File: src/rtl/mrfb_pkg.sv
// Shared constants, queue entry type and checksum helper for the
// multicast report frame builder. No dependencies.

package mrfb_pkg;

  localparam int MIN_FRAME_BYTES = 60;
  localparam int IGMP_RAW_LEN    = 46;
  localparam int MLD_RAW_LEN     = 86;

  localparam int IGMP_LEN        = (IGMP_RAW_LEN > MIN_FRAME_BYTES) ? IGMP_RAW_LEN
                                                                    : MIN_FRAME_BYTES;
  localparam int IGMP_WORDS      = (IGMP_LEN + 7) / 8;
  localparam int IGMP_LAST_BYTES = IGMP_LEN - 8 * (IGMP_WORDS - 1);
  localparam int MLD_WORDS       = (MLD_RAW_LEN + 7) / 8;
  localparam int MLD_LAST_BYTES  = MLD_RAW_LEN - 8 * (MLD_WORDS - 1);
  localparam int MAX_WORDS       = MLD_WORDS;
  localparam int WIDX_W          = $clog2(MAX_WORDS);

  localparam int QUEUE_DEPTH     = 2;
  localparam int QUEUE_AW        = $clog2(QUEUE_DEPTH);

  localparam int PART_W          = 19;
  localparam int SUM_W           = 22;

  localparam logic [23:0] V4_MAC_PREFIX    = 24'h01005e;
  localparam logic [15:0] V6_MAC_PREFIX    = 16'h3333;
  localparam logic [15:0] ETH_TYPE_IPV4    = 16'h0800;
  localparam logic [15:0] ETH_TYPE_IPV6    = 16'h86dd;
  localparam logic [7:0]  IPV4_VER_IHL     = 8'h46;
  localparam logic [7:0]  IPV4_TOS         = 8'hc0;
  localparam logic [15:0] IPV4_TOTAL_LEN   = 16'd32;
  localparam logic [7:0]  IPV4_TTL         = 8'd1;
  localparam logic [7:0]  PROTO_IGMP       = 8'd2;
  localparam logic [15:0] IPV4_OPT_RA      = 16'h9404;
  localparam logic [7:0]  IGMP_V2_REPORT   = 8'h16;
  localparam logic [7:0]  IPV6_VER         = 8'h60;
  localparam logic [15:0] IPV6_PAYLOAD_LEN = 16'd32;
  localparam logic [7:0]  NH_HOP_BY_HOP    = 8'd0;
  localparam logic [7:0]  IPV6_HOP_LIMIT   = 8'd1;
  localparam logic [7:0]  NH_ICMPV6        = 8'd58;
  localparam logic [15:0] HBH_OPT_RA       = 16'h0502;
  localparam logic [15:0] HBH_PADN         = 16'h0100;
  localparam logic [7:0]  MLD_V1_REPORT    = 8'd131;
  localparam logic [15:0] MLD_MSG_LEN      = 16'd24;
  localparam logic [9:0]  LINK_LOCAL_PFX   = 10'h3fa;

  // constant words of the IPv4 header and of the ICMPv6 pseudo-header + message
  localparam logic [SUM_W-1:0] IPV4_HDR_CONST =
    SUM_W'({IPV4_VER_IHL, IPV4_TOS}) + SUM_W'(IPV4_TOTAL_LEN) +
    SUM_W'({IPV4_TTL, PROTO_IGMP}) + SUM_W'(IPV4_OPT_RA);
  localparam logic [SUM_W-1:0] MLD_CSUM_CONST =
    SUM_W'({MLD_V1_REPORT, 8'h00}) + SUM_W'(MLD_MSG_LEN) + SUM_W'(NH_ICMPV6);

  typedef struct packed {
    logic        is_ipv6;
    logic [47:0] src_mac;
    logic [31:0] src_ipv4;
    logic [63:0] src_ipv6_hi;
    logic [63:0] src_ipv6_lo;
    logic [31:0] group_v4;
    logic [63:0] group_v6_hi;
    logic [63:0] group_v6_lo;
    logic [15:0] hdr_csum;
    logic [15:0] igmp_csum;
  } mrfb_job_t;

  function automatic logic [15:0] fold_csum(input logic [SUM_W-1:0] s);
    logic [16:0] s1;
    logic [16:0] s2;
    s1 = 17'(s[15:0]) + 17'(s[SUM_W-1:16]);
    s2 = 17'(s1[15:0]) + 17'(s1[16]);
    return ~s2[15:0];
  endfunction

endpackage

File: src/rtl/mrfb_in_if.sv
// Request channel of the multicast report frame builder: valid/ready
// plus one endpoint record. No dependencies.

interface mrfb_in_if;
  logic        valid;
  logic        ready;
  logic        endpoint_up;
  logic        is_ipv6;
  logic [47:0] src_mac;
  logic [31:0] src_ipv4;
  logic [63:0] src_ipv6_hi;
  logic [63:0] src_ipv6_lo;
  logic [31:0] group_v4;
  logic [63:0] group_v6_hi;
  logic [63:0] group_v6_lo;

  modport source (
    output valid, endpoint_up, is_ipv6, src_mac, src_ipv4, src_ipv6_hi, src_ipv6_lo,
           group_v4, group_v6_hi, group_v6_lo,
    input  ready
  );
  modport sink (
    input  valid, endpoint_up, is_ipv6, src_mac, src_ipv4, src_ipv6_hi, src_ipv6_lo,
           group_v4, group_v6_hi, group_v6_lo,
    output ready
  );
endinterface

File: src/rtl/mrfb_out_if.sv
// Frame word channel of the multicast report frame builder: valid/ready
// plus one 64-bit word with byte count and last flag. No dependencies.

interface mrfb_out_if;
  logic        valid;
  logic        ready;
  logic [63:0] frame_word;
  logic [3:0]  word_bytes;
  logic        last_word;

  modport source (output valid, frame_word, word_bytes, last_word, input ready);
  modport sink   (input valid, frame_word, word_bytes, last_word, output ready);
endinterface

File: src/rtl/mrfb_front.sv
// Front end: accepts endpoint records, drops unusable ones, computes the
// header checksums and pushes a job into the queue. Uses mrfb_pkg, mrfb_in_if.

module mrfb_front
  import mrfb_pkg::*;
(
  input  logic       clk,
  input  logic       rst,
  mrfb_in_if.sink    in_ch,
  input  logic       q_full,
  output logic       push,
  output mrfb_job_t  push_job
);

  typedef enum logic [3:0] {
    F_IDLE = 4'b0001,
    F_SUM  = 4'b0010,
    F_FOLD = 4'b0100,
    F_PUSH = 4'b1000
  } front_state_t;

  front_state_t state, state_next;
  mrfb_job_t    job;
  logic [PART_W-1:0] part [4];
  logic [PART_W-1:0] part_next [4];
  logic [17:0]  igmp_sum;
  logic         keep;
  logic [SUM_W-1:0] total;

  assign in_ch.ready = (state == F_IDLE);
  assign push        = (state == F_PUSH) && !q_full;
  assign push_job    = job;

  assign keep = in_ch.endpoint_up &&
                (in_ch.is_ipv6 ? (in_ch.src_ipv6_hi[63:54] == LINK_LOCAL_PFX)
                               : (in_ch.src_ipv4 != 32'd0));

  always_comb begin
    if (job.is_ipv6) begin
      part_next[0] = PART_W'(job.src_ipv6_hi[63:48]) + PART_W'(job.src_ipv6_hi[47:32]) +
                     PART_W'(job.src_ipv6_hi[31:16]) + PART_W'(job.src_ipv6_hi[15:0]);
      part_next[1] = PART_W'(job.src_ipv6_lo[63:48]) + PART_W'(job.src_ipv6_lo[47:32]) +
                     PART_W'(job.src_ipv6_lo[31:16]) + PART_W'(job.src_ipv6_lo[15:0]);
      // group words are covered twice: in the pseudo-header and in the message
      part_next[2] = PART_W'({job.group_v6_hi[63:48], 1'b0}) +
                     PART_W'({job.group_v6_hi[47:32], 1'b0}) +
                     PART_W'({job.group_v6_hi[31:16], 1'b0}) +
                     PART_W'({job.group_v6_hi[15:0], 1'b0});
      part_next[3] = PART_W'({job.group_v6_lo[63:48], 1'b0}) +
                     PART_W'({job.group_v6_lo[47:32], 1'b0}) +
                     PART_W'({job.group_v6_lo[31:16], 1'b0}) +
                     PART_W'({job.group_v6_lo[15:0], 1'b0});
    end else begin
      part_next[0] = PART_W'(job.src_ipv4[31:16]) + PART_W'(job.src_ipv4[15:0]) +
                     PART_W'(job.group_v4[31:16]) + PART_W'(job.group_v4[15:0]);
      part_next[1] = '0;
      part_next[2] = '0;
      part_next[3] = '0;
    end
  end

  assign total = SUM_W'(part[0]) + SUM_W'(part[1]) + SUM_W'(part[2]) + SUM_W'(part[3]) +
                 (job.is_ipv6 ? MLD_CSUM_CONST : IPV4_HDR_CONST);

  always_comb begin
    state_next = state;
    case (state)
      F_IDLE: if (in_ch.valid && keep) state_next = F_SUM;
      F_SUM:  state_next = F_FOLD;
      F_FOLD: state_next = F_PUSH;
      F_PUSH: if (!q_full) state_next = F_IDLE;
      default: state_next = F_IDLE;
    endcase
  end

  always_ff @(posedge clk) begin
    if (rst) begin
      state <= F_IDLE;
    end else begin
      state <= state_next;
    end
  end

  always_ff @(posedge clk) begin
    case (state)
      F_IDLE: begin
        if (in_ch.valid) begin
          job.is_ipv6     <= in_ch.is_ipv6;
          job.src_mac     <= in_ch.src_mac;
          job.src_ipv4    <= in_ch.src_ipv4;
          job.src_ipv6_hi <= in_ch.src_ipv6_hi;
          job.src_ipv6_lo <= in_ch.src_ipv6_lo;
          job.group_v4    <= in_ch.group_v4;
          job.group_v6_hi <= in_ch.group_v6_hi;
          job.group_v6_lo <= in_ch.group_v6_lo;
        end
      end
      F_SUM: begin
        part     <= part_next;
        igmp_sum <= 18'({IGMP_V2_REPORT, 8'h00}) + 18'(job.group_v4[31:16]) +
                    18'(job.group_v4[15:0]);
      end
      F_FOLD: begin
        job.hdr_csum  <= fold_csum(total);
        job.igmp_csum <= fold_csum(SUM_W'(igmp_sum));
      end
      default: ;
    endcase
  end

endmodule

File: src/rtl/mrfb_queue.sv
// Short job queue between front and back ends of the frame builder.
// Uses mrfb_pkg.

module mrfb_queue
  import mrfb_pkg::*;
(
  input  logic      clk,
  input  logic      rst,
  input  logic      push,
  input  mrfb_job_t push_job,
  output logic      full,
  input  logic      pop,
  output logic      empty,
  output mrfb_job_t head
);

  mrfb_job_t               mem [QUEUE_DEPTH];
  logic [QUEUE_AW-1:0]     wr_ptr;
  logic [QUEUE_AW-1:0]     rd_ptr;
  logic [QUEUE_AW:0]       count;

  assign full  = (count == (QUEUE_AW + 1)'(QUEUE_DEPTH));
  assign empty = (count == '0);
  assign head  = mem[rd_ptr];

  always_ff @(posedge clk) begin
    if (push) begin
      mem[wr_ptr] <= push_job;
    end
  end

  always_ff @(posedge clk) begin
    if (rst) begin
      wr_ptr <= '0;
      rd_ptr <= '0;
      count  <= '0;
    end else begin
      if (push) wr_ptr <= (wr_ptr == QUEUE_AW'(QUEUE_DEPTH - 1)) ? '0 : wr_ptr + 1'b1;
      if (pop)  rd_ptr <= (rd_ptr == QUEUE_AW'(QUEUE_DEPTH - 1)) ? '0 : rd_ptr + 1'b1;
      case ({push, pop})
        2'b10:   count <= count + 1'b1;
        2'b01:   count <= count - 1'b1;
        default: count <= count;
      endcase
    end
  end

endmodule

File: src/rtl/mrfb_back.sv
// Back end: walks the head job word by word and drives the output register.
// Uses mrfb_pkg, mrfb_out_if.

module mrfb_back
  import mrfb_pkg::*;
(
  input  logic       clk,
  input  logic       rst,
  input  logic       empty,
  input  mrfb_job_t  head,
  output logic       pop,
  mrfb_out_if.source out_ch
);

  logic [WIDX_W-1:0] idx;
  logic              load;
  logic              is_last;
  logic [63:0]       word;
  logic [3:0]        nbytes;

  assign load    = !out_ch.valid || out_ch.ready;
  assign is_last = head.is_ipv6 ? (idx == WIDX_W'(MLD_WORDS - 1))
                                : (idx == WIDX_W'(IGMP_WORDS - 1));
  assign pop     = load && !empty && is_last;

  always_comb begin
    if (!is_last) begin
      nbytes = 4'd8;
    end else if (head.is_ipv6) begin
      nbytes = 4'(MLD_LAST_BYTES);
    end else begin
      nbytes = 4'(IGMP_LAST_BYTES);
    end
  end

  always_comb begin
    word = '0;
    if (head.is_ipv6) begin
      case (idx)
        WIDX_W'(0):  word = {V6_MAC_PREFIX, head.group_v6_lo[31:0], head.src_mac[47:32]};
        WIDX_W'(1):  word = {head.src_mac[31:0], ETH_TYPE_IPV6, IPV6_VER, 8'h00};
        WIDX_W'(2):  word = {16'h0000, IPV6_PAYLOAD_LEN, NH_HOP_BY_HOP, IPV6_HOP_LIMIT,
                             head.src_ipv6_hi[63:48]};
        WIDX_W'(3):  word = {head.src_ipv6_hi[47:0], head.src_ipv6_lo[63:48]};
        WIDX_W'(4):  word = {head.src_ipv6_lo[47:0], head.group_v6_hi[63:48]};
        WIDX_W'(5):  word = {head.group_v6_hi[47:0], head.group_v6_lo[63:48]};
        WIDX_W'(6):  word = {head.group_v6_lo[47:0], NH_ICMPV6, 8'h00};
        WIDX_W'(7):  word = {HBH_OPT_RA, 16'h0000, HBH_PADN, MLD_V1_REPORT, 8'h00};
        WIDX_W'(8):  word = {head.hdr_csum, 32'h0, head.group_v6_hi[63:48]};
        WIDX_W'(9):  word = {head.group_v6_hi[47:0], head.group_v6_lo[63:48]};
        WIDX_W'(10): word = {head.group_v6_lo[47:0], 16'h0000};
        default:     word = '0;
      endcase
    end else begin
      case (idx)
        WIDX_W'(0): word = {V4_MAC_PREFIX, 1'b0, head.group_v4[22:0], head.src_mac[47:32]};
        WIDX_W'(1): word = {head.src_mac[31:0], ETH_TYPE_IPV4, IPV4_VER_IHL, IPV4_TOS};
        WIDX_W'(2): word = {IPV4_TOTAL_LEN, 32'h0, IPV4_TTL, PROTO_IGMP};
        WIDX_W'(3): word = {head.hdr_csum, head.src_ipv4, head.group_v4[31:16]};
        WIDX_W'(4): word = {head.group_v4[15:0], IPV4_OPT_RA, 16'h0000,
                            IGMP_V2_REPORT, 8'h00};
        WIDX_W'(5): word = {head.igmp_csum, head.group_v4, 16'h0000};
        default:    word = '0;
      endcase
    end
  end

  always_ff @(posedge clk) begin
    if (rst) begin
      out_ch.valid <= 1'b0;
      idx          <= '0;
    end else if (load) begin
      out_ch.valid <= !empty;
      if (!empty) begin
        idx <= is_last ? '0 : idx + 1'b1;
      end
    end
  end

  always_ff @(posedge clk) begin
    if (load && !empty) begin
      out_ch.frame_word <= word;
      out_ch.word_bytes <= nbytes;
      out_ch.last_word  <= is_last;
    end
  end

endmodule

File: src/rtl/multicast_report_frame_builder_top.sv
// Multicast membership report frame builder, top level.
// Depends on mrfb_pkg, mrfb_in_if, mrfb_out_if, mrfb_front, mrfb_queue, mrfb_back.
//
// in_ch carries one endpoint record per transaction. A record that is down,
// an IPv4 record with a zero source, or an IPv6 record whose source is not
// link-local is taken by the front end and produces nothing. Any other record
// produces one frame on out_ch as 64-bit big-endian words: an IGMPv2 report
// padded to MIN_FRAME_BYTES (8 words at 60 bytes) or an 86-byte MLDv1 report
// (11 words). word_bytes gives the valid leading bytes; last_word marks the end.
// The front end takes a record, sums the checksum words, folds the two
// checksums and pushes the job into the queue before it takes the next; the
// back end sends one word per cycle while out_ch is ready. A two-entry job
// queue lets the front keep taking records while the back end drains a
// frame. When out_ch stalls, the current word is held and the back end
// waits; the front fills the queue and then drops ready.
// Synchronous reset empties the queue and pipeline and discards any frame
// in progress.

module multicast_report_frame_builder_top
  import mrfb_pkg::*;
(
  input  logic       clk,
  input  logic       rst,
  mrfb_in_if.sink    in_ch,
  mrfb_out_if.source out_ch
);

  logic      push;
  logic      pop;
  logic      full;
  logic      empty;
  mrfb_job_t push_job;
  mrfb_job_t head;

  mrfb_front u_front (
    .clk      (clk),
    .rst      (rst),
    .in_ch    (in_ch),
    .q_full   (full),
    .push     (push),
    .push_job (push_job)
  );

  mrfb_queue u_queue (
    .clk      (clk),
    .rst      (rst),
    .push     (push),
    .push_job (push_job),
    .full     (full),
    .pop      (pop),
    .empty    (empty),
    .head     (head)
  );

  mrfb_back u_back (
    .clk    (clk),
    .rst    (rst),
    .empty  (empty),
    .head   (head),
    .pop    (pop),
    .out_ch (out_ch)
  );

endmodule

File: src/flat_wrapper.sv
// flat-port wrapper written by rule: the top's interface ports become plain ports
module multicast_report_frame_builder_top_flat import mrfb_pkg::*;
  (clk, rst, in_ch_valid, in_ch_endpoint_up, in_ch_is_ipv6, in_ch_src_mac, in_ch_src_ipv4, in_ch_src_ipv6_hi, in_ch_src_ipv6_lo, in_ch_group_v4, in_ch_group_v6_hi, in_ch_group_v6_lo, in_ch_ready, out_ch_valid, out_ch_frame_word, out_ch_word_bytes, out_ch_last_word, out_ch_ready);
  mrfb_in_if in_ch_i ();
  mrfb_out_if out_ch_i ();
  input  logic clk;
  input  logic rst;
  input wire logic [$bits(in_ch_i.valid)-1:0] in_ch_valid;
  input wire logic [$bits(in_ch_i.endpoint_up)-1:0] in_ch_endpoint_up;
  input wire logic [$bits(in_ch_i.is_ipv6)-1:0] in_ch_is_ipv6;
  input wire logic [$bits(in_ch_i.src_mac)-1:0] in_ch_src_mac;
  input wire logic [$bits(in_ch_i.src_ipv4)-1:0] in_ch_src_ipv4;
  input wire logic [$bits(in_ch_i.src_ipv6_hi)-1:0] in_ch_src_ipv6_hi;
  input wire logic [$bits(in_ch_i.src_ipv6_lo)-1:0] in_ch_src_ipv6_lo;
  input wire logic [$bits(in_ch_i.group_v4)-1:0] in_ch_group_v4;
  input wire logic [$bits(in_ch_i.group_v6_hi)-1:0] in_ch_group_v6_hi;
  input wire logic [$bits(in_ch_i.group_v6_lo)-1:0] in_ch_group_v6_lo;
  output wire logic [$bits(in_ch_i.ready)-1:0] in_ch_ready;
  output wire logic [$bits(out_ch_i.valid)-1:0] out_ch_valid;
  output wire logic [$bits(out_ch_i.frame_word)-1:0] out_ch_frame_word;
  output wire logic [$bits(out_ch_i.word_bytes)-1:0] out_ch_word_bytes;
  output wire logic [$bits(out_ch_i.last_word)-1:0] out_ch_last_word;
  input wire logic [$bits(out_ch_i.ready)-1:0] out_ch_ready;
  assign in_ch_i.valid = in_ch_valid;
  assign in_ch_i.endpoint_up = in_ch_endpoint_up;
  assign in_ch_i.is_ipv6 = in_ch_is_ipv6;
  assign in_ch_i.src_mac = in_ch_src_mac;
  assign in_ch_i.src_ipv4 = in_ch_src_ipv4;
  assign in_ch_i.src_ipv6_hi = in_ch_src_ipv6_hi;
  assign in_ch_i.src_ipv6_lo = in_ch_src_ipv6_lo;
  assign in_ch_i.group_v4 = in_ch_group_v4;
  assign in_ch_i.group_v6_hi = in_ch_group_v6_hi;
  assign in_ch_i.group_v6_lo = in_ch_group_v6_lo;
  assign in_ch_ready = in_ch_i.ready;
  assign out_ch_valid = out_ch_i.valid;
  assign out_ch_frame_word = out_ch_i.frame_word;
  assign out_ch_word_bytes = out_ch_i.word_bytes;
  assign out_ch_last_word = out_ch_i.last_word;
  assign out_ch_i.ready = out_ch_ready;
  multicast_report_frame_builder_top u_core (.clk(clk), .rst(rst), .in_ch(in_ch_i), .out_ch(out_ch_i));
endmodule
File: config.mk
export PLATFORM = sky130hd
export DESIGN_NAME = multicast_report_frame_builder_top_flat
export DESIGN_NICKNAME = d
export VERILOG_FILES = /design/src/rtl/mrfb_pkg.sv /design/src/rtl/mrfb_in_if.sv /design/src/rtl/mrfb_out_if.sv /design/src/rtl/mrfb_front.sv /design/src/rtl/mrfb_queue.sv /design/src/rtl/mrfb_back.sv /design/src/rtl/multicast_report_frame_builder_top.sv /design/src/flat_wrapper.sv
export SDC_FILE = /design/constraint.sdc
export NUM_CORES = 2
export LEC_CHECK = 0
export ABC_AREA = 1
export BUFFER_PORTS_ARGS = -buffer_cell sky130_fd_sc_hd__buf_2
export CORE_MARGIN = 5
export CORE_UTILIZATION = 48
export DETAILED_ROUTE_END_ITERATION = 8
export GPL_TIMING_DRIVEN = 0
export HOLD_SLACK_MARGIN = 0.08
export PLACE_DENSITY = 0.68
export SYNTH_ARGS = -nofsm -noshare
export SYNTH_HDL_FRONTEND = slang
export SYNTH_SLANG_ARGS = --single-unit
export TNS_END_PERCENT = 5
File: constraint.sdc
create_clock -name clk -period 21 [get_ports clk]
set_input_delay 4.2 -clock clk [delete_from_list [all_inputs] [get_ports clk]]
set_output_delay 4.2 -clock clk [all_outputs]
set_load 0.05 [all_outputs]
==> impl_results.md <==
- DR DRC count: 0
- Flop2flop setup slack: 10.60 ns
- Crit. End Element: flop
- Top-Level Pins: 445
- Ys flop type: edfxtp_1
- Failing checks: capacitance limit, slew limit
- Most numerous cell in the Yosys netlist: edfxtp_1
- Sequential Power Share: 0.390
- CTS H-tree depth: 4
- Pwr dens: 129 nW/um^2
- Synth cell count leaders: 1361 x edfxtp_1, 1217 x nand2_1, 351 x a21oi_1
- Critical-path top delay cell: clkbuf_1
- Async S/R FF share, synth: 0
- Worst hold path startpoint: u_core.u_front.push_job[357]
- Crit path max fanout: 15
- Via density: 6.06
- YS warnings: 0
- Yosys top cell by area: edfxtp_1
- CP dominant cell by count: nand2_1
- Synth Net Count: 5457
- Min-delay worst type: flop to flop
- Worst slew margin: -0.0713
- # setup viols final: 0
- P_int: 5780 uW
- DR vias: 43.3k
- Synthesized area per cell: 13.0 um^2
- Largest net degree at the start of global routing: 67
- CP max stage delay: 1.01 ns
- RSZ-0062 raised after global routing: false
- CTS clk-pin slew, worst paths: 0.06 ns
- Top cells by area, synth: edfxtp_1 67%, nand2_1 7.5%, fa_1 6.7%
- DRT Wirelength: 245000 um
- Core area: 127000 um^2
- Lkg Pwr: 0.0269 uW
- Die Ht: 367 um
- Min-Delay Endpoint: u_core.u_queue.mem[0][357]
- Clk_skew: 0.0589 ns
- Vias in the first global route: 41.0k
- Total power: 9210 uW
- CP required: 21.52 ns
- Fmax: 96.1 MHz
- Tightest Pin Transition: 1.61 ns
- DIE WIDTH: 367 um
- Synth cell types: 69
- Inserted Clock Buffers: 149
- Clock Latency Late Sink: 0.82 ns
- Combinational share of power: 0.333
- Post-Synthesis Cells: 4711
- CP Class: flop to flop
- Starting DRT DRC Count: 7270
- Post-DP HPWL: 188000 um
- Max Root-Sink Buffers: 3
- Initial Util: 0.482
- Std cell rows: 131
- Initial antenna violation count: 12
- CTS Hold Bufs: 0
- Hold Vio Cnt, Final: 0
- Status: complete, but fails checks
- Cell area after layout: 71300 um^2
- Min Tclk post-route: 10.40 ns
- Clock Power Share: 0.277
- First-pass GRT wire length: 327000 um
- Max-cap violations: 10
- Port Buffer Count: 442
- Detailed Routing Iterations Pass 1: 8
- Ratio of cells with drive above 1 in the final layout: 0.153
- Clock root buffer: clkbuf_16
- Switching Share: 0.372
- Congestion Overflow GR: 0
- Die area: 135000 um^2
- VDD IR-drop max: 0.0843 mV
- Syn-to-layout area delta: 16.5%
- Synth Register Bits: 1375
- Antenna viol nets, final: 0
- Fin. max-slew vios: 100
- Final period util: 0.495
- CTS tree: built
- Dpl cell area: 66600 um^2
- Synth top area share: 0.668
- Final Wtd Congestion: 1.03
- Hold depth: 0
- FF-to-FF path depth: 40
- Number of flops mapped to enable cells by yosys: 1361
- CP top delay family: adder cells
- Nets: 6103
- Seq/Total Area, Yosys: 0.673
- Clock Sinks: 1375
- Startpoint types: flop
- Worst Path Arrival: 10.92 ns
- Critical R2R Launch: u_core.u_front.push_job[400]
- Routed len/inst: 34.2 um
- P_sw: 3430 uW
- Post-cts sizing count: 0
- Buffers plus inverters on the worst setup path: 7
- Cell area after synthesis: 61200 um^2
- GR Util All Layers: 0.358
- R2R Path End: u_core.u_front.push_job[30]
- Postcts setup bufs: 0
[per-layer routing]
layer	up-vias	GRT usage	share of wire	wire, um
li1	18025	-	-	-
met1	21340	0.474	0.37	89300
met2	3337	0.521	0.43	104000
met3	604	0.138	0.15	36500
met4	8	0.174	0.059	14400
met5	-	0	0.00019	47
[how the worst max path moves through the flow]
stage	endpoint	cells after the start	from	slack (ns)
global route	u_core.u_front.push_job[30]	39	u_core.u_front.push_job[400]	10.09
floorplan	u_core.u_front.push_job[100]	2	in_ch_valid	0.53
global placement	u_core.u_queue.mem[0][227]	4	u_core.u_front.state[1]	-8.28
finish	u_core.u_front.push_job[30]	40	u_core.u_front.push_job[400]	10.60
detailed placement	u_core.u_front.push_job[30]	39	u_core.u_front.push_job[400]	10.53
CTS	u_core.u_front.push_job[30]	39	u_core.u_front.push_job[400]	10.45
[worst reg2reg max path: cells and delay by family, from the launching register on]
family | cells | cell delay (ns)
DFF | 1 | 0.43
AOI/OAI and AO/OA | 4 | 0.92
buffers and inverters | 7 | 2.27
and+or+nand+nor | 20 | 2.97
adders and majority gates | 8 | 3.09
xor gates and xnor gates | 1 | 0.45
[power groups by stage]
| stage | Combinational [uW] | Sequential, uW | Clock [uW] |
|---|---|---|---|
| 2_1_floorplan | 1870 | 3590 | 0 |
| 3_3_place_gp | 2910 | 3780 | 0 |
| 3_5_place_dp | 2960 | 3630 | 0 |
| 4_1_cts | 2990 | 3580 | 2560 |
| 5_1_grt | 3320 | 3590 | 2680 |
| 6_report | 3060 | 3590 | 2550 |
[logic make-up after synthesis]
logic type / share of synthesized area
fa+ha+maj: 0.101
xor+xnor: 0.00716
buf+inv: 0.0315
flops: 0.673
simple gates: 0.112
mux: 0.00245
compound gates: 0.0732
other cells: 0.0000613
[cell usage in the layout, fill, tap and decap left out, types with 16 or more instances in the layout]
master,count
buf_1,16
nor2_1,161
clkbuf_16,149
o211ai_1,20
a21oi_1,350
clkinv_1,36
buf_12,41
fa_1,205
xnor2_1,16
o21a_1,19
inv_1,324
o21ai_1,39
nand4_1,34
a22o_1,20
clkbuf_1,121
nor4_1,30
nor2_2,18
buf_2,485
inv_2,16
nand2_1,1217
ha_1,167
xor2_1,34
nor3_1,44
a221oi_1,39
edfxtp_1,1361
o21ai_0,151
nand3_1,85
[registers in the layout, summed over array words and instances, names as in the netlist, 3 cells and up, named ones only]
register and count:
u_core.u_back.out_ch.word_bytes 3, u_core.u_back.out_ch.frame_word 64, u_core.u_front.igmp_sum 18, u_core.u_front.state 4
u_core.u_front.push_job 401, u_core.u_front.part 72, u_core.u_back.idx 4, u_core.u_queue.mem 802
[through the flow]
stage          hold slack (ns)  cells  setup TNS (ns)  setup WS, ns  utilization
2_1_floorplan            0.421   4711               0         0.527            -
3_3_place_gp             0.426   6815        -8803.61         -8.28        0.515
3_5_place_dp             0.434   6868               0         10.53        0.524
4_1_cts                  0.444   7140               0         10.45        0.561
5_1_grt                  0.457   7140               0         10.09        0.561
6_report                 0.442   7149               0         10.60        0.561
[layout make-up]
type | instances | area [um^2]
multi-input cells | 2845 | 18200
plain buffers | 148 | 646
flip-flops and latches | 1375 | 41100
diodes | 9 | 22.5
well taps | 1662 | 2080
clock inverters | 80 | 796
fillers | 10400 | 55800
repair buffers | 495 | 3230
clock buffers | 192 | 3890
inverters | 343 | 1300
No activity file was read; power rests on OpenSTA's default activity.
